===== config.mk =====
export PLATFORM = sky130hd
export DESIGN_NAME = worker_pool_dispatcher_unit
export DESIGN_NICKNAME = d
export VERILOG_FILES = /design/src/rtl/wpd_pkg.sv /design/src/rtl/wpd_ffs.sv /design/src/rtl/wpd_seq.sv /design/src/rtl/worker_pool_dispatcher_unit.sv
export SDC_FILE = /design/constraint.sdc
export NUM_CORES = 2
export LEC_CHECK = 0
export BUFFER_PORTS_ARGS = -buffer_cell sky130_fd_sc_hd__buf_2
export CAP_MARGIN = 20
export CORE_UTILIZATION = 35
export DETAILED_ROUTE_END_ITERATION = 7
export RECOVER_POWER = 100
export SKIP_CTS_REPAIR_TIMING = 1
export SLEW_MARGIN = 20
export SYNTH_ARGS = -nofsm -noshare
export SYNTH_HDL_FRONTEND = slang
export SYNTH_HIERARCHICAL = 1
export SYNTH_SLANG_ARGS = --single-unit

===== constraint.sdc =====
create_clock -name aclk -period 23 [get_ports aclk]
set_input_delay 1.15 -clock aclk [delete_from_list [all_inputs] [get_ports aclk]]
set_output_delay 1.15 -clock aclk [all_outputs]
set_load 0.02 [all_outputs]

===== src/rtl/wpd_pkg.sv =====
// ----------------------------------------------------------------------------
// wpd_pkg
// Shared types and constants of the worker pool dispatcher.
// ----------------------------------------------------------------------------
package wpd_pkg;

    // default sizes of the pool and of the process table
    localparam int WORKERS_DEF = 8;
    localparam int PROCS_DEF   = 256;

    // width of one word of the pending bitmap, scanned one word per cycle
    localparam int SCAN_W  = 32;
    localparam int SCAN_IW = $clog2(SCAN_W);

    // results of one allow item at most, and free workers a plain start needs
    localparam int MAX_RESULTS = 8;
    localparam int SPARE_NEED  = 2;
    localparam int CNT_W       = $clog2(MAX_RESULTS + 1);

    // item field widths
    localparam int OP_W     = 2;
    localparam int PROC_W   = 8;
    localparam int WIDX_W   = 3;
    localparam int STATUS_W = 3;
    localparam int BUSY_W   = 4;
    localparam int PEND_W   = 9;

    // stream widths
    localparam int S_TDATA_W = 16;
    localparam int S_TUSER_W = OP_W;
    localparam int M_TDATA_W = 32;

    typedef enum logic [OP_W-1:0] {
        OP_START  = 2'd0,
        OP_FINISH = 2'd1,
        OP_ALLOW  = 2'd2,
        OP_NONE   = 2'd3
    } op_t;

    typedef enum logic [STATUS_W-1:0] {
        STS_OK          = 3'd0,
        STS_PENDING     = 3'd1,
        STS_PEND_ACTIVE = 3'd2,
        STS_DUP_NORMAL  = 3'd3,
        STS_DUP_PM      = 3'd4,
        STS_ADMIN       = 3'd5
    } status_t;

    typedef enum logic [3:0] {
        S_CLEAR,
        S_READY,
        S_START,
        S_FINISH,
        S_ALLOW,
        S_NOP,
        S_SCAN_RD,
        S_SCAN_CHK,
        S_TAKE
    } state_t;

    // one decoded input item
    typedef struct packed {
        op_t               op;
        logic [PROC_W-1:0] proc_index;
        logic              pm_job;
        logic              spare_ok;
        logic [WIDX_W-1:0] worker_index;
        logic              allow_work;
    } item_t;

    // one result item
    typedef struct packed {
        logic              assigned;
        logic [WIDX_W-1:0] assigned_worker;
        logic [PROC_W-1:0] assigned_proc;
        status_t           status;
        logic [BUSY_W-1:0] busy_count;
        logic [PEND_W-1:0] pending_count;
        logic              last_result;
    } result_t;

endpackage


===== src/rtl/wpd_ffs.sv =====
// ----------------------------------------------------------------------------
// wpd_ffs
// Find-first-set unit: index of the lowest set bit of a word.
// ----------------------------------------------------------------------------
module wpd_ffs
    import wpd_pkg::*;
#(
    parameter int W = SCAN_W
) (
    input  logic [W-1:0]         vec,
    output logic                 found,
    output logic [$clog2(W)-1:0] idx
);

    // priority encoder, lowest bit wins
    always_comb begin
        found = 1'b0;
        idx   = '0;
        for (int i = W - 1; i >= 0; i--) begin
            if (vec[i]) begin
                found = 1'b1;
                idx   = ($clog2(W))'(i);
            end
        end
    end

endmodule


===== src/rtl/wpd_seq.sv =====
// ----------------------------------------------------------------------------
// wpd_seq
// Dispatch sequencer: process table, pending bitmap, worker table and the
// step control around the shared find-first unit.
// ----------------------------------------------------------------------------
module wpd_seq
    import wpd_pkg::*;
#(
    parameter int WORKERS = WORKERS_DEF,
    parameter int PROCS   = PROCS_DEF
) (
    input  logic    aclk,
    input  logic    aresetn,
    input  logic    item_valid,
    input  item_t   item_in,
    output logic    item_ready,
    input  logic    res_ready,
    output logic    res_push,
    output result_t res_out
);

    localparam int WW   = $clog2(WORKERS);
    localparam int AW   = $clog2(WORKERS + 1);
    localparam int PW   = $clog2(PROCS);
    localparam int NW   = $clog2(PROCS + 1);
    localparam int ROWS = (PROCS + SCAN_W - 1) / SCAN_W;
    localparam int RW   = (ROWS > 1) ? $clog2(ROWS) : 1;
    localparam int PIW  = RW + SCAN_IW;
    localparam int DW   = AW + 2;
    localparam int PCW  = (NW > PROC_W) ? NW : PROC_W;
    localparam int WCW  = (AW > WIDX_W) ? AW : WIDX_W;

    // process word: has normal, has PM, active worker + 1
    localparam int HN_BIT = AW + 1;
    localparam int HP_BIT = AW;

    state_t state_reg, state_next;
    item_t  item_reg, item_next;

    logic [WORKERS-1:0] busy_vec_reg, busy_vec_next;
    logic [PIW-1:0]     owner_reg [WORKERS];
    logic [PIW-1:0]     owner_next [WORKERS];
    logic [AW-1:0]      busy_total_reg, busy_total_next;
    logic [NW-1:0]      pending_total_reg, pending_total_next;
    logic               block_reg, block_next;
    logic [RW-1:0]      row_reg, row_next;
    logic [CNT_W-1:0]   cnt_reg, cnt_next;
    logic [PIW-1:0]     q_reg, q_next;
    logic [PW-1:0]      clr_reg, clr_next;

    // memories and their ports
    logic [DW-1:0]     proc_mem [PROCS];
    logic [SCAN_W-1:0] pend_mem [ROWS];
    logic [DW-1:0]     proc_rd_reg;
    logic [SCAN_W-1:0] pend_rd_reg;
    logic              proc_we, pend_we;
    logic [PW-1:0]     proc_waddr, proc_raddr;
    logic [RW-1:0]     pend_waddr, pend_raddr;
    logic [DW-1:0]     proc_wdata;
    logic [SCAN_W-1:0] pend_wdata;

    // shared find-first unit
    logic [SCAN_W-1:0]  ffs_vec;
    logic               ffs_found;
    logic [SCAN_IW-1:0] ffs_idx;

    // decoded helpers
    logic [PIW-1:0]    in_p, item_p, q_found;
    logic [WW-1:0]     item_w, take_w;
    logic [SCAN_W-1:0] free_vec;
    logic              p_ok, w_ok, fin_take, al_take, take_last, row_last, clr_row_ok;
    logic              pend_bit, act, has_n, has_p, fits;
    logic [AW:0]       need_w;

    assign in_p     = PIW'(item_in.proc_index);
    assign item_p   = PIW'(item_reg.proc_index);
    assign item_w   = WW'(item_reg.worker_index);
    assign q_found  = {row_reg, ffs_idx};
    assign free_vec = SCAN_W'(~busy_vec_reg);
    assign row_last = (row_reg == RW'(ROWS - 1));
    assign clr_row_ok = ({1'b0, clr_reg} < (PW + 1)'(ROWS));

    assign ffs_vec = (state_reg == S_SCAN_CHK) ? pend_rd_reg : free_vec;

    wpd_ffs #(
        .W (SCAN_W)
    ) u_ffs (
        .vec   (ffs_vec),
        .found (ffs_found),
        .idx   (ffs_idx)
    );

    // conditions shared by next-state and datapath
    always_comb begin
        p_ok     = PCW'(item_reg.proc_index) < PCW'(PROCS);
        pend_bit = pend_rd_reg[item_p[SCAN_IW-1:0]];
        act      = (proc_rd_reg[AW-1:0] != '0);
        has_n    = proc_rd_reg[HN_BIT];
        has_p    = proc_rd_reg[HP_BIT];
        need_w   = item_reg.spare_ok ? (AW + 1)'(1) : (AW + 1)'(SPARE_NEED);
        fits     = ((AW + 1)'(busy_total_reg) + need_w) <= (AW + 1)'(WORKERS);
        w_ok     = (WCW'(item_reg.worker_index) < WCW'(WORKERS)) && busy_vec_reg[item_w];
        fin_take = (pending_total_reg != '0) && (busy_total_reg < AW'(WORKERS)) && !block_reg;
        al_take  = (pending_total_reg != '0) && item_reg.allow_work &&
                   (((AW + 1)'(busy_total_reg) + (AW + 1)'(1)) < (AW + 1)'(WORKERS));
        take_w   = (item_reg.op == OP_FINISH) ? item_w : ffs_idx[WW-1:0];
        take_last = (item_reg.op == OP_FINISH) ||
                    (cnt_reg == CNT_W'(MAX_RESULTS - 1)) ||
                    !((pending_total_reg != '0) && !block_reg &&
                      (((AW + 1)'(busy_total_reg) + (AW + 1)'(2)) < (AW + 1)'(WORKERS)));
    end

    // read addresses
    always_comb begin
        case (state_reg)
            S_READY:    proc_raddr = in_p[PW-1:0];
            S_SCAN_CHK: proc_raddr = q_found[PW-1:0];
            S_TAKE:     proc_raddr = q_reg[PW-1:0];
            default:    proc_raddr = item_p[PW-1:0];
        endcase
        case (state_reg)
            S_READY:    pend_raddr = in_p[PIW-1:SCAN_IW];
            S_START:    pend_raddr = item_p[PIW-1:SCAN_IW];
            S_SCAN_CHK: pend_raddr = (!ffs_found && !row_last) ? row_reg + RW'(1) : row_reg;
            default:    pend_raddr = row_reg;
        endcase
    end

    // next state
    always_comb begin
        state_next = state_reg;
        case (state_reg)
            S_CLEAR: begin
                if (clr_reg == PW'(PROCS - 1)) state_next = S_READY;
            end
            S_READY: begin
                if (item_valid) begin
                    case (item_in.op)
                        OP_START:  state_next = S_START;
                        OP_FINISH: state_next = S_FINISH;
                        OP_ALLOW:  state_next = S_ALLOW;
                        default:   state_next = S_NOP;
                    endcase
                end
            end
            S_START, S_NOP: begin
                if (res_ready) state_next = S_READY;
            end
            S_FINISH: begin
                if (w_ok && fin_take) state_next = S_SCAN_RD;
                else if (res_ready)   state_next = S_READY;
            end
            S_ALLOW: begin
                if (al_take)        state_next = S_SCAN_RD;
                else if (res_ready) state_next = S_READY;
            end
            S_SCAN_RD: state_next = S_SCAN_CHK;
            S_SCAN_CHK: begin
                if (ffs_found)                  state_next = S_TAKE;
                else if (row_last && res_ready) state_next = S_READY;
            end
            S_TAKE: begin
                if (res_ready) state_next = take_last ? S_READY : S_SCAN_RD;
            end
            default: state_next = S_CLEAR;
        endcase
    end

    // datapath, table writes and results
    always_comb begin
        item_next          = item_reg;
        busy_vec_next      = busy_vec_reg;
        owner_next         = owner_reg;
        busy_total_next    = busy_total_reg;
        pending_total_next = pending_total_reg;
        block_next         = block_reg;
        row_next           = row_reg;
        cnt_next           = cnt_reg;
        q_next             = q_reg;
        clr_next           = clr_reg;
        item_ready         = 1'b0;
        proc_we            = 1'b0;
        proc_waddr         = item_p[PW-1:0];
        proc_wdata         = proc_rd_reg;
        pend_we            = 1'b0;
        pend_waddr         = row_reg;
        pend_wdata         = pend_rd_reg;
        res_push           = 1'b0;
        res_out            = '0;
        res_out.status     = STS_OK;
        res_out.last_result = 1'b1;

        case (state_reg)
            // zero both tables, one entry per cycle
            S_CLEAR: begin
                proc_we    = 1'b1;
                proc_waddr = clr_reg;
                proc_wdata = '0;
                pend_we    = clr_row_ok;
                pend_waddr = RW'(clr_reg);
                pend_wdata = '0;
                clr_next   = clr_reg + PW'(1);
            end
            S_READY: begin
                item_ready = 1'b1;
                if (item_valid) item_next = item_in;
            end
            // start request, table entry already read
            S_START: begin
                if (res_ready) begin
                    res_push = 1'b1;
                    if (!p_ok) begin
                        res_out.status = STS_ADMIN;
                    end else if (pend_bit && act) begin
                        res_out.status = STS_PEND_ACTIVE;
                    end else if (pend_bit || act) begin
                        if (!item_reg.pm_job && has_n) begin
                            res_out.status = STS_DUP_NORMAL;
                        end else if (item_reg.pm_job && has_p) begin
                            res_out.status = STS_DUP_PM;
                        end else begin
                            // merge into existing work
                            proc_we = 1'b1;
                            if (item_reg.pm_job) proc_wdata[HP_BIT] = 1'b1;
                            else                 proc_wdata[HN_BIT] = 1'b1;
                            res_out.status = pend_bit ? STS_PENDING : STS_OK;
                        end
                    end else if (has_n || has_p) begin
                        res_out.status = STS_ADMIN;
                    end else begin
                        proc_we    = 1'b1;
                        proc_wdata = {!item_reg.pm_job, item_reg.pm_job, AW'(0)};
                        if (ffs_found && fits && (!block_reg || item_reg.spare_ok)) begin
                            // bind to lowest free worker
                            proc_wdata[AW-1:0] = AW'(ffs_idx) + AW'(1);
                            busy_vec_next[ffs_idx[WW-1:0]] = 1'b1;
                            owner_next[ffs_idx[WW-1:0]]    = item_p;
                            busy_total_next         = busy_total_reg + AW'(1);
                            res_out.assigned        = 1'b1;
                            res_out.assigned_worker = WIDX_W'(ffs_idx);
                            res_out.assigned_proc   = item_reg.proc_index;
                        end else begin
                            // queue as pending
                            pend_we    = 1'b1;
                            pend_waddr = item_p[PIW-1:SCAN_IW];
                            pend_wdata = pend_rd_reg | (SCAN_W'(1) << item_p[SCAN_IW-1:0]);
                            pending_total_next = pending_total_reg + NW'(1);
                            res_out.status     = STS_PENDING;
                        end
                    end
                end
            end
            // worker done: free it, then maybe take pending work
            S_FINISH: begin
                if (!w_ok) begin
                    res_push       = res_ready;
                    res_out.status = STS_ADMIN;
                end else if (fin_take || res_ready) begin
                    proc_we    = 1'b1;
                    proc_waddr = owner_reg[item_w][PW-1:0];
                    proc_wdata = '0;
                    busy_vec_next[item_w] = 1'b0;
                    busy_total_next       = busy_total_reg - AW'(1);
                    row_next              = '0;
                    res_push              = !fin_take;
                end
            end
            // set allow flag, drain if possible
            S_ALLOW: begin
                block_next = !item_reg.allow_work;
                row_next   = '0;
                cnt_next   = '0;
                if (!al_take) res_push = res_ready;
            end
            S_NOP: begin
                res_push = res_ready;
            end
            S_SCAN_RD: begin
            end
            // check one bitmap word for the lowest pending process
            S_SCAN_CHK: begin
                if (ffs_found) begin
                    pend_we    = 1'b1;
                    pend_waddr = row_reg;
                    pend_wdata = pend_rd_reg & ~(SCAN_W'(1) << ffs_idx);
                    pending_total_next = pending_total_reg - NW'(1);
                    q_next = q_found;
                end else if (row_last) begin
                    res_push       = res_ready;
                    res_out.status = STS_ADMIN;
                end else begin
                    row_next = row_reg + RW'(1);
                end
            end
            // bind the found process to its worker
            S_TAKE: begin
                if (res_ready) begin
                    proc_we    = 1'b1;
                    proc_waddr = q_reg[PW-1:0];
                    proc_wdata = {proc_rd_reg[HN_BIT], proc_rd_reg[HP_BIT],
                                  AW'(take_w) + AW'(1)};
                    busy_vec_next[take_w] = 1'b1;
                    owner_next[take_w]    = q_reg;
                    busy_total_next       = busy_total_reg + AW'(1);
                    cnt_next              = cnt_reg + CNT_W'(1);
                    res_push                = 1'b1;
                    res_out.assigned        = 1'b1;
                    res_out.assigned_worker = WIDX_W'(take_w);
                    res_out.assigned_proc   = PROC_W'(q_reg);
                    res_out.last_result     = take_last;
                end
            end
            default: begin
            end
        endcase

        res_out.busy_count    = BUSY_W'(busy_total_next);
        res_out.pending_count = PEND_W'(pending_total_next);
    end

    // control registers
    always_ff @(posedge aclk) begin
        if (!aresetn) begin
            state_reg         <= S_CLEAR;
            busy_vec_reg      <= '0;
            busy_total_reg    <= '0;
            pending_total_reg <= '0;
            block_reg         <= 1'b0;
            clr_reg           <= '0;
        end else begin
            state_reg         <= state_next;
            busy_vec_reg      <= busy_vec_next;
            busy_total_reg    <= busy_total_next;
            pending_total_reg <= pending_total_next;
            block_reg         <= block_next;
            clr_reg           <= clr_next;
        end
    end

    // payload registers
    always_ff @(posedge aclk) begin
        item_reg  <= item_next;
        owner_reg <= owner_next;
        row_reg   <= row_next;
        cnt_reg   <= cnt_next;
        q_reg     <= q_next;
    end

    // table memories, registered reads
    always_ff @(posedge aclk) begin
        if (proc_we) proc_mem[proc_waddr] <= proc_wdata;
        if (pend_we) pend_mem[pend_waddr] <= pend_wdata;
        proc_rd_reg <= proc_mem[proc_raddr];
        pend_rd_reg <= pend_mem[pend_raddr];
    end

    // busy counter tracks the busy flags
    a_busy_count: assert property (@(posedge aclk) disable iff (!aresetn)
        $countones(busy_vec_reg) == 32'(busy_total_reg))
        else $error("busy count out of step with busy flags");

    // never push into a full output stage
    a_push_ready: assert property (@(posedge aclk) disable iff (!aresetn)
        res_push |-> res_ready)
        else $error("result pushed while output stage full");

    // final result of an item returns to accepting
    a_last_ready: assert property (@(posedge aclk) disable iff (!aresetn)
        (res_push && res_out.last_result) |=> (state_reg == S_READY))
        else $error("sequencer not ready after final result");

    // an assignment from a pending scan always names a free worker in the pool
    a_take_worker: assert property (@(posedge aclk) disable iff (!aresetn)
        (state_reg == S_TAKE && res_push) |-> (32'(take_w) < WORKERS && !busy_vec_reg[take_w]))
        else $error("pending work bound to a busy or missing worker");

endmodule


===== src/rtl/worker_pool_dispatcher_unit.sv =====
// ----------------------------------------------------------------------------
// worker_pool_dispatcher_unit
// Hands per-process jobs to a pool of workers with one spare in reserve.
//
// After reset the block zeroes its process table, one entry per cycle, and
// s_tready stays low meanwhile. Items are then taken one at a time. A start
// item reads its table entry and then gives its result. A finish item frees
// its worker; when it takes pending work, it then reads the 32-bit words of
// the pending bitmap up to and including the word that holds the lowest
// pending process and binds that process to the freed worker. An allow item
// sets its flag and may then make assignments one after another, the bitmap
// scan resuming at the word where the previous one stopped. The pending
// bitmap is scanned through one shared find-first unit.
// A result waits in the output register while the next item is accepted.
// ----------------------------------------------------------------------------
module worker_pool_dispatcher_unit
    import wpd_pkg::*;
#(
    parameter int WORKERS = WORKERS_DEF,
    parameter int PROCS   = PROCS_DEF
) (
    input  logic                 aclk,
    input  logic                 aresetn,
    // input items
    input  logic                 s_tvalid,
    output logic                 s_tready,
    // proc_index[7:0], pm_job[8], spare_ok[9], worker_index[12:10],
    // allow_work[13], zero[15:14]
    input  logic [S_TDATA_W-1:0] s_tdata,
    // op[1:0]
    input  logic [S_TUSER_W-1:0] s_tuser,
    // result items
    output logic                 m_tvalid,
    input  logic                 m_tready,
    // assigned[0], assigned_worker[3:1], assigned_proc[11:4], status[14:12],
    // busy_count[18:15], pending_count[27:19], zero[31:28]
    output logic [M_TDATA_W-1:0] m_tdata,
    // last_result
    output logic                 m_tlast
);

    localparam int M_USED_W = 1 + WIDX_W + PROC_W + STATUS_W + BUSY_W + PEND_W;

    item_t   item_in;
    result_t res;
    logic    item_ready, res_ready, res_push;

    logic                 m_valid_reg;
    logic [M_TDATA_W-1:0] m_data_reg;
    logic                 m_last_reg;

    // unpack input item
    always_comb begin
        item_in.op           = op_t'(s_tuser);
        item_in.proc_index   = s_tdata[7:0];
        item_in.pm_job       = s_tdata[8];
        item_in.spare_ok     = s_tdata[9];
        item_in.worker_index = s_tdata[12:10];
        item_in.allow_work   = s_tdata[13];
    end

    wpd_seq #(
        .WORKERS (WORKERS),
        .PROCS   (PROCS)
    ) u_seq (
        .aclk       (aclk),
        .aresetn    (aresetn),
        .item_valid (s_tvalid),
        .item_in    (item_in),
        .item_ready (item_ready),
        .res_ready  (res_ready),
        .res_push   (res_push),
        .res_out    (res)
    );

    assign s_tready  = item_ready;
    assign res_ready = !m_valid_reg || m_tready;

    // output register
    always_ff @(posedge aclk) begin
        if (!aresetn) begin
            m_valid_reg <= 1'b0;
        end else if (res_ready) begin
            m_valid_reg <= res_push;
        end
    end

    always_ff @(posedge aclk) begin
        if (res_push) begin
            m_data_reg <= {{(M_TDATA_W - M_USED_W){1'b0}}, res.pending_count,
                           res.busy_count, res.status, res.assigned_proc,
                           res.assigned_worker, res.assigned};
            m_last_reg <= res.last_result;
        end
    end

    assign m_tvalid = m_valid_reg;
    assign m_tdata  = m_data_reg;
    assign m_tlast  = m_last_reg;

endmodule

; Yosys cells after proc, flatten, opt, wreduce, memory -nomap -nowiden
; Memories as Yosys holds them, arrays and structs flattened. A register that Yosys moved wholly into a read port is not among the register bits.
; Cells that the tools add are included.
[classes]
n_addsub = 12
n_lt_le_gt_ge = 17
n_eq_ne = 27
shift = 2
mux = 216
bitwise = 11
n_reduce_logical = 52
[op_table]
columns = operator, count
row1 = $mux 64, 6
row2 = $mux 32, 7
row3 = $mux 5, 32
row4 = $bwmux 64, 2
row5 = $pmux 64 s2, 1
row6 = $mux 8, 15
row7 = $pmux 32 s3, 1
row8 = $mux 4, 20
row9 = $pmux 8 s3, 3
row10 = $mux 1, 66
row11 = $shl 1x5->32 const A, 2
row12 = $mux 12, 5
row13 = $mux 3, 20
row14 = $mux 9, 6
row15 = $demux 8 s3, 2
row16 = $pmux 3 s3, 4
row17 = $and 32x32->32, 1
row18 = $not 32->32, 1
row19 = $not 8->32, 1
row20 = $or 32x32->32, 1
row21 = $pmux 4 s8, 1
row22 = $mux 6, 5
row23 = $bmux 8 s3, 1
row24 = $pmux 12 s2, 1
row25 = 62 further kinds, 133
[word_totals]
regBits = 159
ram_bits = 1792
input_bits = 22
output_inout_bits = 35
wordCells = 365
mem_count = 2
[memory_table]
columns = name, words, word_bits, rd, rd_clocked_by_memory_dff, wr, line
row1 = u_seq.proc_mem, 256, 6, 1, 1, 1, wpd_seq.sv:52  ; logic [DW-1:0] proc_mem [PROCS];
row2 = u_seq.pend_mem, 8, 32, 1, 1, 1, wpd_seq.sv:53  ; logic [SCAN_W-1:0] pend_mem [ROWS];

; Longest topological paths before layout
[depth]
ltp_word = 46
depth_mapped = 28
ltp_nobuf = 18

; Hierarchy
; The synthesis kept the hierarchy.
[by_module_without_submodules]
columns = mod, n_inst, cells_each, area_per_inst_um2, seq_area_each_um2
row1 = wpd_seq, 1, 6041, 81107.8, 58105.7
row2 = worker_pool_dispatcher_unit, 1, 38, 953.4, 890.9
row3 = wpd_ffs, 1, 65, 370.4, 0.0

; Least setup slack after synthesis
; OpenSTA, ideal clock, no wires.
[synth_timing]
path_type = reg2reg
start = reg u_seq.state_reg[3]
end = mem u_seq/proc_mem[0][0] (netlist name) (data pin)
setup_ps = 2189
arrival_ps = 13025
required_ps = 20811
setup_slack_ps = 7786
path_stages_with_launch = 18
n_path_buf = 5
period_less_slack_ps = 15214
cell_sequence = dfxtp_1 buf_2 nor2b_1 buf_2 buf_2 and2_0 clkbuf_1 nand2b_1 inv_1 a21oi_1 o21a_1 a2111oi_0 a221oi_1 clkbuf_1 nand2_1 o21a_1 inv_1 o21ai_0
[synth_via]
elab_cells_between_ends = 82
cone_classes = add/sub (2) / eq/ne (4) / mux (73) / reduce/logical (3)
[synth_rtl]
columns = item, line
row1 = "start, declared", wpd_seq.sv:37  ; state_t state_reg, state_next;
row2 = "start signal, assigned", wpd_seq.sv:331  ; state_reg <= state_next;
row3 = $eq 4x3->1 (*), wpd_seq.sv:83  ; assign ffs_vec = (state_reg == S_SCAN_CHK) ? pend_rd_reg : free_vec;
row4 = $mux 32 (*), wpd_seq.sv:83
row5 = net u_seq.ffs_vec[11], wpd_seq.sv:63  ; logic [SCAN_W-1:0] ffs_vec;
row6 = $mux 5 (*) (12 in a row), wpd_ffs.sv:20  ; if (vec[i]) begin
row7 = net u_seq.ffs_idx[0], wpd_seq.sv:65  ; logic [SCAN_IW-1:0] ffs_idx;
row8 = $add 4x1->4, wpd_seq.sv:235  ; proc_wdata[AW-1:0] = AW'(ffs_idx) + AW'(1);
row9 = $mux 4, wpd_seq.sv:233  ; if (ffs_found && fits && (!block_reg || item_reg.spare_ok)) begin
row10 = $mux 6, wpd_seq.sv:228  ; end else if (has_n || has_p) begin
row11 = $mux 4, wpd_seq.sv:216  ; end else if (pend_bit || act) begin
row12 = $mux 6, wpd_seq.sv:214  ; end else if (pend_bit && act) begin
row13 = $mux 6, wpd_seq.sv:210  ; if (res_ready) begin
row14 = $pmux 6 s4 (*), wpd_seq.sv:193  ; case (state_reg)
row15 = net u_seq.proc_wdata[0], wpd_seq.sv:59  ; logic [DW-1:0] proc_wdata;
row16 = "end, declared", wpd_seq.sv:52
; The timed path passes the listed nets; every way through them passes the cells marked *.

; Worst setup path after layout
[layout_timing]
start = reg u_seq.state_reg[1]
end = mem u_seq/proc_mem[108][3] (netlist name) (data pin)
[layout_via]
elab_cells_between_ends = 82
cone_classes = add/sub (2) / eq/ne (4) / mux (73) / reduce/logical (3)
[layout_rtl]
columns = item, line
row1 = $eq 4x3->1 (*), wpd_seq.sv:83
row2 = $mux 32 (*), wpd_seq.sv:83
row3 = net u_seq.ffs_vec[1], wpd_seq.sv:63
row4 = $mux 5 (*) (2 in a row), wpd_ffs.sv:20
row5 = net u_seq.ffs_idx[2], wpd_seq.sv:65
row6 = $add 4x1->4, wpd_seq.sv:235
row7 = $mux 4, wpd_seq.sv:233
row8 = $mux 6, wpd_seq.sv:228
row9 = $mux 4, wpd_seq.sv:216
row10 = $mux 6, wpd_seq.sv:214
row11 = $mux 6, wpd_seq.sv:210
row12 = $pmux 6 s4 (*), wpd_seq.sv:193
row13 = net u_seq.proc_wdata[3], wpd_seq.sv:59
; Marks and branches as above.

==> impl_metrics.tcl <==
set metrics [dict create \
    status "finished, violations left" \
    violations "capacitance limit, slew limit" \
    slew_viol_final 2238 \
    cpMostUsedCell "clkbuf_1" \
    path_max_fanout 70 \
    clock-root-buffer "clkbuf_16" \
    setup_tns_ps 0 \
    avgSynthCellArea_um2 13.4 \
    dieWidth_um 487 \
    dpl.hpwl_mm 139 \
    worst-setup-path-type "flip-flop to flip-flop" \
    final_cell_mix "edfxtp_1 (1916), nand2_1 (1268), nor2_1 (353)" \
    slew-limit-headroom_pct -533 \
    clk_latency_ps 870 \
    io_buffer_count 50 \
    die-area_mm2 0.237 \
    wl_mm 232 \
    areaGrowthSynthToFinish_pct 11.8 \
    syn_area_mm2 0.0824 \
    min_period_ps 14580 \
    vias_per_cell 5.59 \
    cpMaxStageDelayCell "clkbuf_1" \
    largest_reg_flops 1536 \
    worst_setup_path_start_kind "flip-flop" \
    ys_types 96 \
    avgRoutedWirePerCell_um 24.7 \
    synth_edf_count 1916 \
    fp-row-count 177 \
    power_density_mw_per_mm2 78.1 \
    layout_commonest_cell "edfxtp_1" \
    max_cap_violations 43 \
    tritoncts "yes" \
    drive_above_1_share_pct 8.16 \
    start_util_pct 35.3 \
    grt_max_degree 213 \
    postRouteAntennaNets 0 \
    skew_ps 81.6 \
    rsz0062_at_grt "false" \
    power.total_mw 7.20 \
    first_iter_violations 6152 \
    cp.required_ps 23150 \
    drtPass1Iterations 7 \
    io_pins 57 \
    grt_pass1_wl_mm 336 \
    fin_crit_sh_pct 63.4 \
    vias 52600 \
    nets 6146 \
    async_reset_ff_share_pct 0 \
    clkSinkCount 1989 \
    dieHeight_um 487 \
    cts_buffers 199 \
    htreeDepth 4 \
    yosysSeqAreaShare_pct 71.6 \
    worst_pin_slew_ps 9490 \
    grt.overflow.total 0 \
    p_leak_nw 31.3 \
    worstHoldPathType "input port to flip-flop" \
    clk_pin_slew_worst_paths_ps 60 \
    track_usage_pct 19.0 \
    cp-end-kind "flip-flop" \
    crit_chain "and2_0 -> nand2_1 -> clkbuf_1 -> a21oi_1 -> nor2_1 -> nor4b_1 -> clkbuf_1 -> mux2i_1 -> nor2_1 -> nand2_1 -> o221ai_1 -> clkbuf_1 -> clkbuf_1" \
    synthFlopType "edfxtp_1" \
    antenna_found_initial 6 \
    critical_path.max_stage_delay_ps 2510 \
    gp_congestion 0.894 \
    synth_seq_cells 1989 \
    cp.arrival_ps 14740 \
    cts_buffer_depth 3 \
    synthCells 6144 \
    irDropWorstVdd_v 0.0000712 \
    grt_pass1_vias 49500 \
    post-route-drc-count 0 \
    coreArea_mm2 0.233 \
    max_freq_mhz 68.6 \
    hold_viol_final 0 \
    yosysWarnings 6 \
    finalSetupViolations 0 \
]
-- synth_stat cells (32+ instances only) --
| cell type | count | share of area [%] |
|---|---|---|
| a21oi_1 | 283 | 1.7 |
| o21ai_0 | 183 | 1.1 |
| nor3_1 | 62 | 0.38 |
| a31oi_1 | 58 | 0.44 |
| mux2i_1 | 284 | 3.4 |
| o22ai_1 | 115 | 0.87 |
| buf_1 | 33 | 0.15 |
| edfxtp_1 | 1916 | 70 |
| a31o_2 | 32 | 0.34 |
| nand3_1 | 295 | 1.8 |
| and3_1 | 49 | 0.37 |
| a311oi_1 | 73 | 0.78 |
| nand2b_1 | 37 | 0.28 |
| nand2_1 | 1271 | 5.8 |
| nor2_1 | 362 | 1.6 |
| and2_1 | 32 | 0.24 |
| a211oi_1 | 41 | 0.37 |
| buf_2 | 115 | 0.70 |
| dfxtp_1 | 73 | 1.8 |
| mux4_2 | 62 | 1.7 |
| clkbuf_1 | 214 | 0.97 |
| nor4_1 | 71 | 0.54 |
| buf_4 | 38 | 0.35 |
-- kinds of logic (layout without fill, tap and decap cells) --
kind of cell,Yosys count,after routing,share of synthesized area (%)
multiplexers,356,356,5.29
flip-flops,1989,1989,71.6
XOR/XNOR,23,23,0.244
buffers and inverters,434,559,2.36
adder cells (fa/ha/maj),18,18,0.282
other,1,5,0.00455
AO/OA/AOI/OAI,1031,1031,8.18
AND/OR/NAND/NOR,2292,2292,12.1
-- cell type report --
class                   count  area (um^2)
repair buffers            163          996
clock inverters           114         1160
flip-flops and latches   1989        59000
inverters                  29          109
clock buffers             253         5270
multi-input cells        3724        21700
fillers                 21700       141000
diodes                      1         2.50
well taps                3132         3920
-- report_power, final --
| group | total (mW) | internal [mW] | switching, mW |
|---|---|---|---|
| logic | 0.0481 | 0.0103 | 0.0377 |
| registers | 3.95 | 3.94 | 0.00932 |
| clock network | 3.20 | 1.81 | 1.38 |
| total | 7.20 | 5.76 | 1.43 |
-- path summary, 6_finish.rpt --
| kind | from | to | slack, ps | cells after the start |
|---|---|---|---|---|
| max | u_seq/state_reg[1] | u_seq/proc_mem[108][3] | 8420 | 13 |
| min | s_tdata[12] | u_seq/item_w[2] | 470 | 1 |
| max reg2reg | u_seq/state_reg[1] | u_seq/proc_mem[108][3] | 8420 | 13 |
| min reg2reg | u_seq/busy_vec_reg[0] | u_seq/busy_vec_reg[0] | 540 | 2 |
-- through the flow --
| step | hold WS (ps) | instance area [um^2] | util [%] | setup WS [ps] | std cells |
|---|---|---|---|---|---|
| 6_report | 465 | 92100 | 39.5 | 8420 | 9405 |
| 5_1_grt | 425 | 92100 | 39.5 | 7710 | 9405 |
| 3_3_place_gp | 519 | 86000 | 36.8 | 14720 | 9034 |
| 3_5_place_dp | 519 | 86000 | 36.9 | 14680 | 9035 |
| 2_1_floorplan | 460 | 82400 | - | 7790 | 6147 |
| 4_1_cts | 401 | 92500 | 39.6 | 14620 | 9402 |
-- metal layers --
metal | global-route usage (%) | vias up | wire length, um
met4 | 6.87 | 4 | 8530
met2 | 30.0 | 2507 | 107000
li1 | - | 23100 | -
met1 | 26.2 | 26500 | 95000
met5 | 0 | - | 24
met3 | 3.53 | 447 | 21300
-- worst max-delay path: cells and delay by family, from the launching register on --
kind | cells | cell delay (ps)
muxes | 1 | 580
DFF | 1 | 550
AOI/OAI and AO/OA | 2 | 2880
buffers and inverters | 4 | 7480
and+or+nand+nor | 6 | 2210
Power figures use the tool's default switching activity.
